[src/hdl/kbsm_pkg.sv]
`default_nettype none
// ----------------------------------------------------------------------------
// kbsm_pkg
// Shared types and constants of the key binding sequence matcher.
// ----------------------------------------------------------------------------
package kbsm_pkg;

    // default table sizes
    localparam int SINGLE_SLOTS   = 16;
    localparam int SEQUENCE_SLOTS = 16;

    // field widths
    localparam int KEY_W  = 8;
    localparam int ACT_W  = 8;
    localparam int REQ_W  = 2;
    localparam int VERD_W = 2;
    localparam int STAT_W = 2;

    // flag memory layout: one entry per key value
    localparam int FLAG_DEPTH = 2 ** KEY_W;
    localparam int FLAG_W     = 3;
    localparam int FLAG_BOUND  = 0;
    localparam int FLAG_LEADER = 1;
    localparam int FLAG_FOLLOW = 2;

    // table entry: key | follow << 8 | action << 16 (single: key | action << 8)
    localparam int ENTRY_W = 2 * KEY_W + ACT_W;

    // request codes
    localparam logic [REQ_W-1:0] REQ_EVAL        = 2'd0;
    localparam logic [REQ_W-1:0] REQ_BIND_SINGLE = 2'd1;
    localparam logic [REQ_W-1:0] REQ_BIND_SEQ    = 2'd2;

    // verdict codes
    localparam logic [VERD_W-1:0] VERDICT_PASS   = 2'd0;
    localparam logic [VERD_W-1:0] VERDICT_HOLD   = 2'd1;
    localparam logic [VERD_W-1:0] VERDICT_FLUSH  = 2'd2;
    localparam logic [VERD_W-1:0] VERDICT_ACTION = 2'd3;

    // bind status codes
    localparam logic [STAT_W-1:0] STATUS_OK       = 2'd0;
    localparam logic [STAT_W-1:0] STATUS_CONFLICT = 2'd1;
    localparam logic [STAT_W-1:0] STATUS_FULL     = 2'd2;

    // sequencer states
    typedef enum logic [5:0] {
        S_IDLE   = 6'b000001,
        S_FLAG   = 6'b000010,
        S_FOL_RD = 6'b000100,
        S_FOL    = 6'b001000,
        S_SCAN   = 6'b010000,
        S_DONE   = 6'b100000
    } t_state;

endpackage

`default_nettype wire

[src/hdl/kbsm_if.sv]
`default_nettype none
// ----------------------------------------------------------------------------
// kbsm_req_if / kbsm_res_if
// Valid/ready channels for requests and results of the matcher.
// ----------------------------------------------------------------------------
interface kbsm_req_if;
    logic                       valid;
    logic                       ready;
    logic [kbsm_pkg::REQ_W-1:0] req_type;
    logic [kbsm_pkg::KEY_W-1:0] key;
    logic [kbsm_pkg::KEY_W-1:0] follow_key;
    logic [kbsm_pkg::ACT_W-1:0] action;

    modport source (output valid, req_type, key, follow_key, action, input ready);
    modport sink   (input valid, req_type, key, follow_key, action, output ready);
endinterface

interface kbsm_res_if;
    logic                        valid;
    logic                        ready;
    logic [kbsm_pkg::VERD_W-1:0] verdict;
    logic [kbsm_pkg::ACT_W-1:0]  action_code;
    logic [kbsm_pkg::STAT_W-1:0] bind_status;

    modport source (output valid, verdict, action_code, bind_status, input ready);
    modport sink   (input valid, verdict, action_code, bind_status, output ready);
endinterface

`default_nettype wire

[src/hdl/kbsm_ram.sv]
`default_nettype none
// ----------------------------------------------------------------------------
// kbsm_ram
// Generic single-write, single-read synchronous RAM with registered read.
// ----------------------------------------------------------------------------
module kbsm_ram #(
    parameter int WIDTH = 8,
    parameter int DEPTH = 16
) (
    input  wire logic                                   i_clk,
    input  wire logic                                   i_we,
    input  wire logic [(DEPTH > 1 ? $clog2(DEPTH) : 1)-1:0] i_waddr,
    input  wire logic [WIDTH-1:0]                       i_wdata,
    input  wire logic [(DEPTH > 1 ? $clog2(DEPTH) : 1)-1:0] i_raddr,
    output logic      [WIDTH-1:0]                       o_rdata
);

    logic [WIDTH-1:0] r_mem [DEPTH];

    // write port and registered read port
    always_ff @(posedge i_clk) begin
        if (i_we) begin
            r_mem[i_waddr] <= i_wdata;
        end
        o_rdata <= r_mem[i_raddr];
    end

endmodule

`default_nettype wire

[src/hdl/key_binding_sequence_matcher.sv]
`default_nettype none
// Flow: an accepted item has its key flags read in S_FLAG and its result passed
//   through S_DONE to the output register; a table lookup first walks the filled
//   slots in S_SCAN, and a sequence bind first passes S_FOL_RD and S_FOL.
// Throughput: one item at a time, paced by the single read port of the table
//   memory that the lookup walks slot by slot.
// Reset: synchronous, active low; fill counts and key flag valid bits clear at
//   once, no clearing pass is needed.
// ----------------------------------------------------------------------------
// key_binding_sequence_matcher
// Binds single keys and leader/follow key pairs to action codes and evaluates
// incoming keys against the bindings held in a table memory and a flag memory.
// ----------------------------------------------------------------------------
module key_binding_sequence_matcher #(
    parameter int SINGLE_SLOTS   = kbsm_pkg::SINGLE_SLOTS,
    parameter int SEQUENCE_SLOTS = kbsm_pkg::SEQUENCE_SLOTS
) (
    input  wire logic i_clk,
    input  wire logic i_rst_n,
    kbsm_req_if.sink   i_req,
    kbsm_res_if.source o_res
);

    localparam int TDEPTH = SINGLE_SLOTS + SEQUENCE_SLOTS;
    localparam int TAW    = $clog2(TDEPTH);
    localparam int SCW    = $clog2(SINGLE_SLOTS + 1);
    localparam int QCW    = $clog2(SEQUENCE_SLOTS + 1);
    localparam int MAXS   = (SINGLE_SLOTS > SEQUENCE_SLOTS) ? SINGLE_SLOTS : SEQUENCE_SLOTS;
    localparam int IW     = $clog2(MAXS + 1);
    localparam int KW     = kbsm_pkg::KEY_W;
    localparam int AW     = kbsm_pkg::ACT_W;

    // control state
    kbsm_pkg::t_state r_state, n_state;
    logic [KW-1:0]    r_pending, n_pending;
    logic [SCW-1:0]   r_single_cnt, n_single_cnt;
    logic [QCW-1:0]   r_seq_cnt, n_seq_cnt;
    logic [kbsm_pkg::FLAG_DEPTH-1:0] r_flag_vld, n_flag_vld;
    logic             r_out_vld, n_out_vld;
    logic             r_rd_pend, n_rd_pend;

    // item and working registers
    logic [kbsm_pkg::REQ_W-1:0]  r_req, n_req;
    logic [KW-1:0]               r_key, n_key;
    logic [KW-1:0]               r_fol, n_fol;
    logic [AW-1:0]               r_act, n_act;
    logic [KW-1:0]               r_lead, n_lead;
    logic                        r_scan_seq, n_scan_seq;
    logic [IW-1:0]               r_idx, n_idx;
    logic [kbsm_pkg::VERD_W-1:0] r_verdict, n_verdict;
    logic [AW-1:0]               r_code, n_code;
    logic [kbsm_pkg::STAT_W-1:0] r_status, n_status;
    logic [kbsm_pkg::VERD_W-1:0] r_out_verdict, n_out_verdict;
    logic [AW-1:0]               r_out_code, n_out_code;
    logic [kbsm_pkg::STAT_W-1:0] r_out_status, n_out_status;
    logic [KW-1:0]               r_flag_ra;

    // memory ports
    logic                          tbl_we;
    logic [TAW-1:0]                tbl_waddr, tbl_raddr;
    logic [kbsm_pkg::ENTRY_W-1:0]  tbl_wdata, tbl_rdata;
    logic                          flag_we;
    logic [KW-1:0]                 flag_waddr, flag_raddr;
    logic [kbsm_pkg::FLAG_W-1:0]   flag_wdata, flag_q, flag_rd;

    // lookup compare
    logic          scan_more, scan_hit;
    logic [AW-1:0] scan_act;

    // one-hot mask for a flag bit
    function automatic logic [kbsm_pkg::FLAG_W-1:0] FLAG_W_BIT(input int pos);
        logic [kbsm_pkg::FLAG_W-1:0] m;
        m      = '0;
        m[pos] = 1'b1;
        return m;
    endfunction

    // binding table: single slots first, then sequence slots
    kbsm_ram #(
        .WIDTH (kbsm_pkg::ENTRY_W),
        .DEPTH (TDEPTH)
    ) u_tbl_ram (
        .i_clk   (i_clk),
        .i_we    (tbl_we),
        .i_waddr (tbl_waddr),
        .i_wdata (tbl_wdata),
        .i_raddr (tbl_raddr),
        .o_rdata (tbl_rdata)
    );

    // per-key flags: bound, leader, follow
    kbsm_ram #(
        .WIDTH (kbsm_pkg::FLAG_W),
        .DEPTH (kbsm_pkg::FLAG_DEPTH)
    ) u_flag_ram (
        .i_clk   (i_clk),
        .i_we    (flag_we),
        .i_waddr (flag_waddr),
        .i_wdata (flag_wdata),
        .i_raddr (flag_raddr),
        .o_rdata (flag_q)
    );

    // handshake outputs
    assign i_req.ready       = (r_state == kbsm_pkg::S_IDLE);
    assign o_res.valid       = r_out_vld;
    assign o_res.verdict     = r_out_verdict;
    assign o_res.action_code = r_out_code;
    assign o_res.bind_status = r_out_status;

    // flag read address and masked read data
    always_comb begin
        case (r_state)
            kbsm_pkg::S_IDLE:   flag_raddr = i_req.key;
            kbsm_pkg::S_FOL_RD: flag_raddr = r_fol;
            default:            flag_raddr = r_key;
        endcase
    end
    assign flag_rd = r_flag_vld[r_flag_ra] ? flag_q : '0;

    // table scan address and match
    assign tbl_raddr = TAW'((r_scan_seq ? 32'(SINGLE_SLOTS) : 32'd0) + 32'(r_idx));
    assign scan_more = r_scan_seq ? (32'(r_idx) < 32'(r_seq_cnt))
                                  : (32'(r_idx) < 32'(r_single_cnt));
    assign scan_hit  = r_scan_seq ? (tbl_rdata[2*KW-1:0] == {r_key, r_lead})
                                  : (tbl_rdata[KW-1:0] == r_key);
    assign scan_act  = r_scan_seq ? tbl_rdata[2*KW+AW-1:2*KW] : tbl_rdata[KW+AW-1:KW];

    // sequencer
    always_comb begin
        n_state       = r_state;
        n_pending     = r_pending;
        n_single_cnt  = r_single_cnt;
        n_seq_cnt     = r_seq_cnt;
        n_flag_vld    = r_flag_vld;
        n_out_vld     = r_out_vld;
        n_rd_pend     = r_rd_pend;
        n_req         = r_req;
        n_key         = r_key;
        n_fol         = r_fol;
        n_act         = r_act;
        n_lead        = r_lead;
        n_scan_seq    = r_scan_seq;
        n_idx         = r_idx;
        n_verdict     = r_verdict;
        n_code        = r_code;
        n_status      = r_status;
        n_out_verdict = r_out_verdict;
        n_out_code    = r_out_code;
        n_out_status  = r_out_status;
        tbl_we        = 1'b0;
        tbl_waddr     = TAW'(r_single_cnt);
        tbl_wdata     = {{(kbsm_pkg::ENTRY_W-KW-AW){1'b0}}, r_act, r_key};
        flag_we       = 1'b0;
        flag_waddr    = r_key;
        flag_wdata    = flag_rd;

        // result taken downstream
        if (r_out_vld && o_res.ready) begin
            n_out_vld = 1'b0;
        end

        case (r_state)
            kbsm_pkg::S_IDLE: begin
                if (i_req.valid) begin
                    n_req     = i_req.req_type;
                    n_key     = i_req.key;
                    n_fol     = i_req.follow_key;
                    n_act     = i_req.action;
                    n_verdict = kbsm_pkg::VERDICT_PASS;
                    n_code    = '0;
                    n_status  = kbsm_pkg::STATUS_OK;
                    n_state   = kbsm_pkg::S_FLAG;
                end
            end

            kbsm_pkg::S_FLAG: begin
                n_idx     = '0;
                n_rd_pend = 1'b0;
                n_state   = kbsm_pkg::S_DONE;
                case (r_req)
                    kbsm_pkg::REQ_EVAL: begin
                        if (r_pending != '0) begin
                            // held leader: this key ends the sequence either way
                            n_pending = '0;
                            if (!flag_rd[kbsm_pkg::FLAG_FOLLOW]) begin
                                n_verdict = kbsm_pkg::VERDICT_FLUSH;
                            end else begin
                                n_lead     = r_pending;
                                n_scan_seq = 1'b1;
                                n_state    = kbsm_pkg::S_SCAN;
                            end
                        end else if (!flag_rd[kbsm_pkg::FLAG_BOUND]) begin
                            n_verdict = kbsm_pkg::VERDICT_PASS;
                        end else if (flag_rd[kbsm_pkg::FLAG_LEADER]) begin
                            n_pending = r_key;
                            n_verdict = kbsm_pkg::VERDICT_HOLD;
                        end else begin
                            n_scan_seq = 1'b0;
                            n_state    = kbsm_pkg::S_SCAN;
                        end
                    end
                    kbsm_pkg::REQ_BIND_SINGLE: begin
                        if (r_key == '0 || flag_rd[kbsm_pkg::FLAG_LEADER]) begin
                            n_status = kbsm_pkg::STATUS_CONFLICT;
                        end else if (r_single_cnt == SCW'(SINGLE_SLOTS)) begin
                            n_status = kbsm_pkg::STATUS_FULL;
                        end else begin
                            tbl_we     = 1'b1;
                            tbl_waddr  = TAW'(r_single_cnt);
                            tbl_wdata  = {{(kbsm_pkg::ENTRY_W-KW-AW){1'b0}}, r_act, r_key};
                            flag_we    = 1'b1;
                            flag_waddr = r_key;
                            flag_wdata = flag_rd | FLAG_W_BIT(kbsm_pkg::FLAG_BOUND);
                            n_flag_vld[r_key] = 1'b1;
                            n_single_cnt = r_single_cnt + 1'b1;
                        end
                    end
                    kbsm_pkg::REQ_BIND_SEQ: begin
                        if (r_key == '0 || r_fol == '0 || flag_rd[kbsm_pkg::FLAG_BOUND]) begin
                            n_status = kbsm_pkg::STATUS_CONFLICT;
                        end else if (r_seq_cnt == QCW'(SEQUENCE_SLOTS)) begin
                            n_status = kbsm_pkg::STATUS_FULL;
                        end else begin
                            tbl_we     = 1'b1;
                            tbl_waddr  = TAW'(32'(SINGLE_SLOTS) + 32'(r_seq_cnt));
                            tbl_wdata  = {r_act, r_fol, r_key};
                            flag_we    = 1'b1;
                            flag_waddr = r_key;
                            flag_wdata = flag_rd | FLAG_W_BIT(kbsm_pkg::FLAG_BOUND)
                                                 | FLAG_W_BIT(kbsm_pkg::FLAG_LEADER);
                            n_flag_vld[r_key] = 1'b1;
                            n_seq_cnt = r_seq_cnt + 1'b1;
                            // follow flag needs its own read-modify-write
                            n_state   = kbsm_pkg::S_FOL_RD;
                        end
                    end
                    default: begin
                    end
                endcase
            end

            kbsm_pkg::S_FOL_RD: begin
                n_state = kbsm_pkg::S_FOL;
            end

            kbsm_pkg::S_FOL: begin
                flag_we    = 1'b1;
                flag_waddr = r_fol;
                flag_wdata = flag_rd | FLAG_W_BIT(kbsm_pkg::FLAG_FOLLOW);
                n_flag_vld[r_fol] = 1'b1;
                n_state    = kbsm_pkg::S_DONE;
            end

            kbsm_pkg::S_SCAN: begin
                if (r_rd_pend && scan_hit) begin
                    // earliest matching slot decides; action zero means unbound
                    n_code = scan_act;
                    if (scan_act != '0) begin
                        n_verdict = kbsm_pkg::VERDICT_ACTION;
                    end else if (r_scan_seq) begin
                        n_verdict = kbsm_pkg::VERDICT_FLUSH;
                    end else begin
                        n_verdict = kbsm_pkg::VERDICT_PASS;
                    end
                    n_state = kbsm_pkg::S_DONE;
                end else if (!scan_more) begin
                    n_code    = '0;
                    n_verdict = r_scan_seq ? kbsm_pkg::VERDICT_FLUSH : kbsm_pkg::VERDICT_PASS;
                    n_state   = kbsm_pkg::S_DONE;
                end else begin
                    n_idx     = r_idx + 1'b1;
                    n_rd_pend = 1'b1;
                end
            end

            kbsm_pkg::S_DONE: begin
                // hand the result to the output register once it is free
                if (!r_out_vld || o_res.ready) begin
                    n_out_vld     = 1'b1;
                    n_out_verdict = r_verdict;
                    n_out_code    = r_code;
                    n_out_status  = r_status;
                    n_state       = kbsm_pkg::S_IDLE;
                end
            end

            default: begin
                n_state = kbsm_pkg::S_IDLE;
            end
        endcase
    end

    // control registers
    always_ff @(posedge i_clk) begin
        if (!i_rst_n) begin
            r_state      <= kbsm_pkg::S_IDLE;
            r_pending    <= '0;
            r_single_cnt <= '0;
            r_seq_cnt    <= '0;
            r_flag_vld   <= '0;
            r_out_vld    <= 1'b0;
            r_rd_pend    <= 1'b0;
        end else begin
            r_state      <= n_state;
            r_pending    <= n_pending;
            r_single_cnt <= n_single_cnt;
            r_seq_cnt    <= n_seq_cnt;
            r_flag_vld   <= n_flag_vld;
            r_out_vld    <= n_out_vld;
            r_rd_pend    <= n_rd_pend;
        end
    end

    // payload registers
    always_ff @(posedge i_clk) begin
        r_req         <= n_req;
        r_key         <= n_key;
        r_fol         <= n_fol;
        r_act         <= n_act;
        r_lead        <= n_lead;
        r_scan_seq    <= n_scan_seq;
        r_idx         <= n_idx;
        r_verdict     <= n_verdict;
        r_code        <= n_code;
        r_status      <= n_status;
        r_out_verdict <= n_out_verdict;
        r_out_code    <= n_out_code;
        r_out_status  <= n_out_status;
        r_flag_ra     <= flag_raddr;
    end

endmodule

`default_nettype wire

[src/flat_wrapper.sv]
// flat-port wrapper written by rule: the top's interface ports become plain ports
module key_binding_sequence_matcher_flat 
#(
    parameter int SINGLE_SLOTS   = kbsm_pkg::SINGLE_SLOTS,
    parameter int SEQUENCE_SLOTS = kbsm_pkg::SEQUENCE_SLOTS
)
  (i_clk, i_rst_n, i_req_valid, i_req_req_type, i_req_key, i_req_follow_key, i_req_action, i_req_ready, o_res_valid, o_res_verdict, o_res_action_code, o_res_bind_status, o_res_ready);
  kbsm_req_if i_req_i ();
  kbsm_res_if o_res_i ();
  input  wire logic i_clk;
  input  wire logic i_rst_n;
  input wire logic [$bits(i_req_i.valid)-1:0] i_req_valid;
  input wire logic [$bits(i_req_i.req_type)-1:0] i_req_req_type;
  input wire logic [$bits(i_req_i.key)-1:0] i_req_key;
  input wire logic [$bits(i_req_i.follow_key)-1:0] i_req_follow_key;
  input wire logic [$bits(i_req_i.action)-1:0] i_req_action;
  output wire logic [$bits(i_req_i.ready)-1:0] i_req_ready;
  output wire logic [$bits(o_res_i.valid)-1:0] o_res_valid;
  output wire logic [$bits(o_res_i.verdict)-1:0] o_res_verdict;
  output wire logic [$bits(o_res_i.action_code)-1:0] o_res_action_code;
  output wire logic [$bits(o_res_i.bind_status)-1:0] o_res_bind_status;
  input wire logic [$bits(o_res_i.ready)-1:0] o_res_ready;
  assign i_req_i.valid = i_req_valid;
  assign i_req_i.req_type = i_req_req_type;
  assign i_req_i.key = i_req_key;
  assign i_req_i.follow_key = i_req_follow_key;
  assign i_req_i.action = i_req_action;
  assign i_req_ready = i_req_i.ready;
  assign o_res_valid = o_res_i.valid;
  assign o_res_verdict = o_res_i.verdict;
  assign o_res_action_code = o_res_i.action_code;
  assign o_res_bind_status = o_res_i.bind_status;
  assign o_res_i.ready = o_res_ready;
  key_binding_sequence_matcher #(.SINGLE_SLOTS(SINGLE_SLOTS), .SEQUENCE_SLOTS(SEQUENCE_SLOTS)) u_core (.i_clk(i_clk), .i_rst_n(i_rst_n), .i_req(i_req_i), .o_res(o_res_i));
endmodule
[config.mk]
export PLATFORM = sky130hd
export DESIGN_NAME = key_binding_sequence_matcher_flat
export DESIGN_NICKNAME = d
export VERILOG_FILES = /design/src/hdl/kbsm_pkg.sv /design/src/hdl/kbsm_if.sv /design/src/hdl/kbsm_ram.sv /design/src/hdl/key_binding_sequence_matcher.sv /design/src/flat_wrapper.sv
export SDC_FILE = /design/constraint.sdc
export NUM_CORES = 2
export LEC_CHECK = 0
export BUFFER_PORTS_ARGS = -buffer_cell sky130_fd_sc_hd__buf_2
export CORE_UTILIZATION = 47
export CTS_CLUSTER_DIAMETER = 120
export DETAILED_ROUTE_END_ITERATION = 7
export GPL_TIMING_DRIVEN = 0
export PLACE_DENSITY_LB_ADDON = 0.25
export SLEW_MARGIN = 0
export SYNTH_ARGS = -nofsm -noshare
export SYNTH_HDL_FRONTEND = slang
export SYNTH_SLANG_ARGS = --single-unit
[constraint.sdc]
create_clock -name i_clk -period 40.6 [get_ports i_clk]
set_input_delay 8.12 -clock i_clk [delete_from_list [all_inputs] [get_ports i_clk]]
set_output_delay 8.12 -clock i_clk [all_outputs]
set_load 0.005 [all_outputs]
### Word level (Yosys, flattened, before mapping)

Memory sizes are Yosys's and may differ from the RTL's. A register that Yosys moved wholly into a read port is not among the register bits.
Cells that the tools add are included.

| word-level totals | value |
|---|---|
| register bits after elaboration | 354 |
| bits in writable memories | 1536 |
| bits of input ports | 30 |
| output and inout port bits | 14 |
| logic and storage cells | 197 |
| memories kept | 2 |

Memory list:

| memory | depth | bits a word | rd ports | clocked after memory_dff | write ports | RTL line | RTL |
|---|---|---|---|---|---|---|---|
| u_core.u_flag_ram.r_mem | 256 | 3 | 1 | 1 | 1 | kbsm_ram.sv:18 | `logic [WIDTH-1:0] r_mem [DEPTH];` |
| u_core.u_tbl_ram.r_mem | 32 | 24 | 1 | 1 | 1 | kbsm_ram.sv:18 |  |

| operators by class | value |
|---|---|
| add/sub/neg operators | 5 |
| magnitude comparators | 7 |
| equal/unequal tests | 29 |
| multiplexer cells | 93 |
| bitwise logic cells | 6 |
| reduce and logical (&&, ||, !) cells | 34 |

Operators with widths:

| operator | count |
|---|---|
| 2-to-1 mux 256 bit | 4 |
| case mux 256 bit (2 select lines) | 2 |
| OR 256 bit | 2 |
| 2-to-1 mux 24 bit | 4 |
| 2-to-1 mux 8 bit | 8 |
| 2-to-1 mux 6 bit | 10 |
| case mux 6 bit (6 select lines) | 1 |
| 2-to-1 mux 5 bit | 7 |
| 2-to-1 mux 2 bit | 16 |
| case mux 8 bit (2 select lines) | 2 |
| < comparator 8 x 9 -> 1 bit (second input constant) | 3 |
| 2-to-1 mux 1 bit | 25 |
| != test 3 bit (second input constant) | 6 |
| demux 1 bit (select 8 bit) | 2 |
| equality test 16 bit | 1 |
| >= comparator 8 x 1 -> 1 bit (second input constant) | 2 |
| logical NOT 8 bit | 2 |
| AND reduction 4 bit | 4 |
| nonzero test 8 bit | 2 |
| adder 5 x 1 -> 5 bit (second input constant) | 3 |
| case mux 2 bit (2 select lines) | 3 |
| case mux 6 bit (2 select lines) | 1 |
| AND reduction 6 bit | 2 |
| nonzero test 2 bit | 6 |
| other kinds (33) | 56 |

### Depth between registers and ports, before layout

| logic depth | value |
|---|---|
| word-level depth | 9 |
| mapped depth | 16 |

### Modules after synthesis

From an unflattened synthesis, not the netlist that was laid out.

| second synthesis, totals | value |
|---|---|
| cells, all modules | 5266 |
| area total of the unflattened synthesis | 79167.2 um^2 |

Modules (own cells, without submodules):

| module | times used | cells an instance | area each (um^2) | seq. area each (um^2) |
|---|---|---|---|---|
| kbsm_ram (u_core.u_flag_ram) | 1 | 1713 | 31038.5 | 23122.2 |
| kbsm_ram (u_core.u_tbl_ram) | 1 | 1711 | 30483.0 | 23542.6 |
| key_binding_sequence_matcher | 1 | 1842 | 17645.7 | 7727.4 |

### Worst setup path before layout

No wires, ideal clock.

| timing path | value |
|---|---|
| kind | reg-to-reg |
| start point | register u_core.r_flag_ra[2] |
| end point | memory u_core.u_flag_ram.r_mem[0][0] in the netlist's numbering, data pin |
| library setup time | 2187 ps |
| data arrival time | 12038 ps |
| path slack | 26375 ps |
| cell stages (with the launch flop) | 11 |
| period minus slack after synthesis | 14225 ps |
| cells stage by stage | dfxtp_1 > buf_2 > buf_1 > nor3b_1 > o41ai_1 > o211a_1 > o32a_1 > nand4_2 > buf_6 > clkbuf_1 > o21ai_0 |

| on the way | value |
|---|---|
| word-level cells in the longest chain between the ends | 7 |
| elaborated cells between the ends (all ways) | 11 |
| those cells by class | 9 x mux; 2 x reduce/logical |

RTL lines:

| item | RTL line | RTL |
|---|---|---|
| from (decl) | key_binding_sequence_matcher.sv:56 | `logic [KW-1:0] r_flag_ra;` |
| from (signal assigned) | key_binding_sequence_matcher.sv:330 | `r_flag_ra <= flag_raddr;` |
| binary-select mux 1 bit (select 8 bit) (*) | key_binding_sequence_matcher.sv:119 | `assign flag_rd = r_flag_vld[r_flag_ra] ? flag_q : '0;` |
| 2-to-1 mux 1 bit (implied by the code) (*) | key_binding_sequence_matcher.sv:119 |  |
| 2-to-1 mux 3 bit (*) | key_binding_sequence_matcher.sv:119 |  |
| 2-to-1 mux 2 bit, or another cell as far along | key_binding_sequence_matcher.sv:222 | `end else if (r_seq_cnt == QCW'(SEQUENCE_SLOTS)) begin` |
| 2-to-1 mux 2 bit / 2-to-1 mux 1 bit (equally long branches) | key_binding_sequence_matcher.sv:220, key_binding_sequence_matcher.sv:204 |  |
| case mux 2 bit (2 select lines) | key_binding_sequence_matcher.sv:181 | `case (r_req)` |
| case mux 3 bit (2 select lines) (*) | key_binding_sequence_matcher.sv:163 | `case (r_state)` |
| net u_core.flag_wdata (one bit) | key_binding_sequence_matcher.sv:64 | `logic [kbsm_pkg::FLAG_W-1:0] flag_wdata, flag_q, flag_rd;` |
| to (decl) | kbsm_ram.sv:18 |  |

Mark *: on every way through the listed nets, which the timed path passes. The rest lies on a longest branch. The select of a mux whose other input is x is not followed.

### Worst setup path in the final report

| timing path | value |
|---|---|
| start point | input i_req_key[0] |
| end point | register u_core.u_flag_ram.o_rdata[2] (read register of u_core.u_flag_ram.r_mem) |

| on the way | value |
|---|---|
| word-level cells in the longest chain between the ends | 1 |

RTL lines:

| item | RTL line | RTL |
|---|---|---|
| from (decl) | flat_wrapper.sv:14 | `input wire logic [$bits(i_req_i.key)-1:0] i_req_key;` |
| case mux 8 bit (2 select lines) | key_binding_sequence_matcher.sv:113 | `case (r_state)` |
| to (decl) | kbsm_ram.sv:15 | `output logic [WIDTH-1:0] o_rdata` |

No other way between the ends.
A chain may end at the register's enable or synchronous reset.

==> results.md <==
- Largest net degree at the start of global routing: 86
- Synth unique cells: 75
- Tcrit/Tclk final: 30.57%
- Yosys warns: 0
- Drt pass-1 iters: 8
- Die H: 411.2 um
- Min-delay src: u_core.r_code[4]
- Die width: between 400 and 500 um
- Critical path peak fanout: 10
- First-pass GRT wire length: ~360 mm
- Final Util: 54.31%
- Clk network pwr share: 32.2%
- Rows: 149
- FF+latch count, synth: 1917
- DIE AREA: between 150000 and 200000 um^2
- Most frequent cells after synthesis: edfxtp_1, nor2_1, a211oi_1
- Antenna violations before repair: 6
- Total Routed Length: 254.4 mm
- Final WS setup: 28190 ps
- GR Overflow Total: 0
- H-tree depth: 4
- Logic pwr share: 24.6%
- Cell-internal power: between 3000 and 4000 uW
- GP Congestion: 0.9820
- Cell area after synthesis: 78700 um^2
- Ranking of synthesized cells by area: edfxtp_1, mux4_2, dfxtp_1, a211oi_1, mux2i_1
- Core Box Area: around 170000 um^2
- Vias/cell: 6.463
- Number of I/O pins: 44
- Root Driver: clkbuf_16
- Clock Sinks: roughly 1900
- Reg clk slew, reported paths: roughly 60 ps
- Worst-skew pair later-pin latency: 850 ps
- All-Layer GR Usage: between 20% and 30%
- Initial DRC count: approximately 7200
- RSZ-0062 raised after global routing: no
- Final hold viol count: 0
- Mapped Cells: a little over 5000
- Hold/Removal Path Class: reg2reg
- RR Startpoint: u_core.r_flag_ra[2]
- Tmin final: 12410 ps
- PortBufs: 42
- R2R depth: 15
- Pwr/cell area: just over 60 nW/um^2
- Routed Antenna Nets: 0
- Routed vias: slightly above 50000
- Pre-CTS worst setup slack: 27660 ps
- Kind of critical path: in2reg
- Setup TNS: 0 ps
- Post-cts sizing count: 0
- Clk buf depth: 3
- Setup Skew: 42.53 ps
- Top-count cell post-synth: edfxtp_1
- Switching Fraction: between 30% and 40%
- Synth Area per Inst: 15.52 um^2
- VDD IR max: roughly 0.053 mV
- Syn-to-layout area delta: 14.23%
- Area leader, netlist: edfxtp_1
- Inserted Clock Buffers: 190
- Crit end category: flip-flop
- Top cell type's share of synthesized area: 61.05%
- R2R Setup Slk: 33970 ps
- Layout cells sized above 1: 15.99%
- Max Clock Freq: around 80 MHz
- Hpwl dp: between 150 and 200 mm
- CTS Hold Bufs: 0
- Least-Margin Pin Slew: approximately 1600 ps
- Max-cap viol count: 1
- Sw power: 1785 uW
- Setup Buffers After CTS: 0
- Initial Util: 47.54%
- CTS tree: built
- CP arrival: 13060 ps
- Predominant post-synthesis flop cell: edfxtp_1
- Async SR Flop Fraction: 0%
- DRC: 0
- Count of final setup violators: 0
- Max Slew Vio Count: 11
- Vias in the first global route: 48710
- Required time of the worst setup path: approximately 41000 ps
- Number of flops mapped to enable cells by yosys: 1600
- Worst rel slew slack: -6.386%
- Hold EP: u_core.o_res.action_code[4]
- Sequential area share after synthesis: 69.11%
- Syn_nets: about 5000
- Layout Nets: 5482
- Hold Worst Slack: 417.9 ps
- Failing checks: max-capacitance violations, max-slew violations
- WHS Path Cells: 0
- Reg2Reg Capture Point: u_core.u_tbl_ram.r_mem[13][23]
- Leak: 0.02866 uW
- Critical Path Start Type: primary input
- WL/cell: 32.67 um
- Outcome: finished with violations
- Register share of total power: 43.2%
- Total chip power: 5451 uW
layout make-up:
type / instances / area (um^2)
clock buffers: 251 / 5185
repair buffers: 173 / 1909
plain buffers: 391 / 1598
multi-input cells: 2733 / 22970
diodes: 1 / 2.502
flip-flops and latches: 1917 / 54390
clock inverters: 101 / 997.2
fillers: 13290 / 75650
well taps: 2189 / 2739
inverters: 30 / 112.6
state kept, by name, summed over array words and instances (netlist names), 3 cells and up:
name                       flops
u_core.r_pending               8
u_core.r_lead                  8
u_core.r_code                  8
u_core.r_idx                   5
u_core.r_single_cnt            5
u_core.r_seq_cnt               5
u_core.r_flag_vld            256
u_core.u_flag_ram.r_mem      768
u_core.r_fol                   8
u_core.u_tbl_ram.o_rdata      24
u_core.r_key                   8
u_core.u_tbl_ram.r_mem       768
u_core.u_flag_ram.o_rdata      3
u_core.r_flag_ra               8
u_core.o_res.action_code       8
u_core.r_state                 6
u_core.r_act                   8
cells in the final DEF, fill, tap and decap left out, types with 13 or more instances in the layout:
master and count:
a31oi_1 93, buf_6 26, buf_4 62, mux4_2 287
nand2b_1 18, buf_16 15, nor2b_1 101, o211ai_1 29
buf_1 40, clkbuf_16 191, a22oi_1 102, and3_1 209
mux2i_1 252, a211oi_1 388, nand3_1 49, xnor2_1 25
clkbuf_8 18, edfxtp_1 1600, nand2_1 119, nor2_1 474
nor4_1 37, mux2_2 33, clkbuf_1 331, dfxtp_1 317
o21a_1 176, nor3_1 95, ha_1 16, inv_1 27
buf_8 29, clkinv_1 33, clkinv_2 39, bufinv_16 13
o21ai_0 15, o41ai_1 26, buf_2 92
critical path, stage by stage:
cell and delay [ps]:
buf_2 190, o311a_1 360, o22ai_1 1060, buf_2 430
buf_1 660, buf_1 690, a211oi_1 310, nor4_1 580
o211ai_1 160, nand3_1 240, nand4_1 240
layer usage:
metal  track usage, %  vias to the layer above  part of all wire (%)
li1                 -                    20870                     -
met1            42.13                    25830                    40
met3            7.539                      548                    11
met4            11.57                        6                   4.2
met5                0                        -                 0.015
met2            44.37                     3070                    44
power by group through the flow:
stage          Sequential [uW]  Combinational [uW]  Clock (uW)
3_5_place_dp              2400                1280           0
3_3_place_gp              2610                1200           0
4_1_cts                   2360                1290        1760
2_1_floorplan             2470                 675           0
6_report                  2360                1340        1750
5_1_grt                   2360                1370        1840
worst max path at each step:
stage,from,endpoint
after floorplan,u_core.r_flag_ra[2],u_core.u_flag_ram.r_mem[0][0]
after global placement,u_core.r_flag_ra[2],u_core.u_flag_ram.r_mem[10][0]
after detailed placement,i_req_key[0],u_core.u_flag_ram.o_rdata[2]
after CTS,i_req_key[0],u_core.u_flag_ram.o_rdata[2]
after global routing,i_req_key[0],u_core.u_flag_ram.o_rdata[2]
final,i_req_key[0],u_core.u_flag_ram.o_rdata[2]
cell families after synthesis:
group / Yosys count / synth area share [%]
compound gates: 912 / 8.564
xor+xnor: 33 / 0.3672
fa+ha+maj: 16 / 0.2544
buf+inv: 421 / 2.170
flops: 1917 / 69.11
mux: 573 / 11.90
simple gates: 1199 / 7.629
metrics by stage:
step                area (um^2)  std cells
floorplan                 78700       5071
global placement          81650       7302
detailed placement        83540       7426
CTS                       89720       7778
global route              89900       7785
finish                    89900       7786
Power figures use the tool's default switching activity.
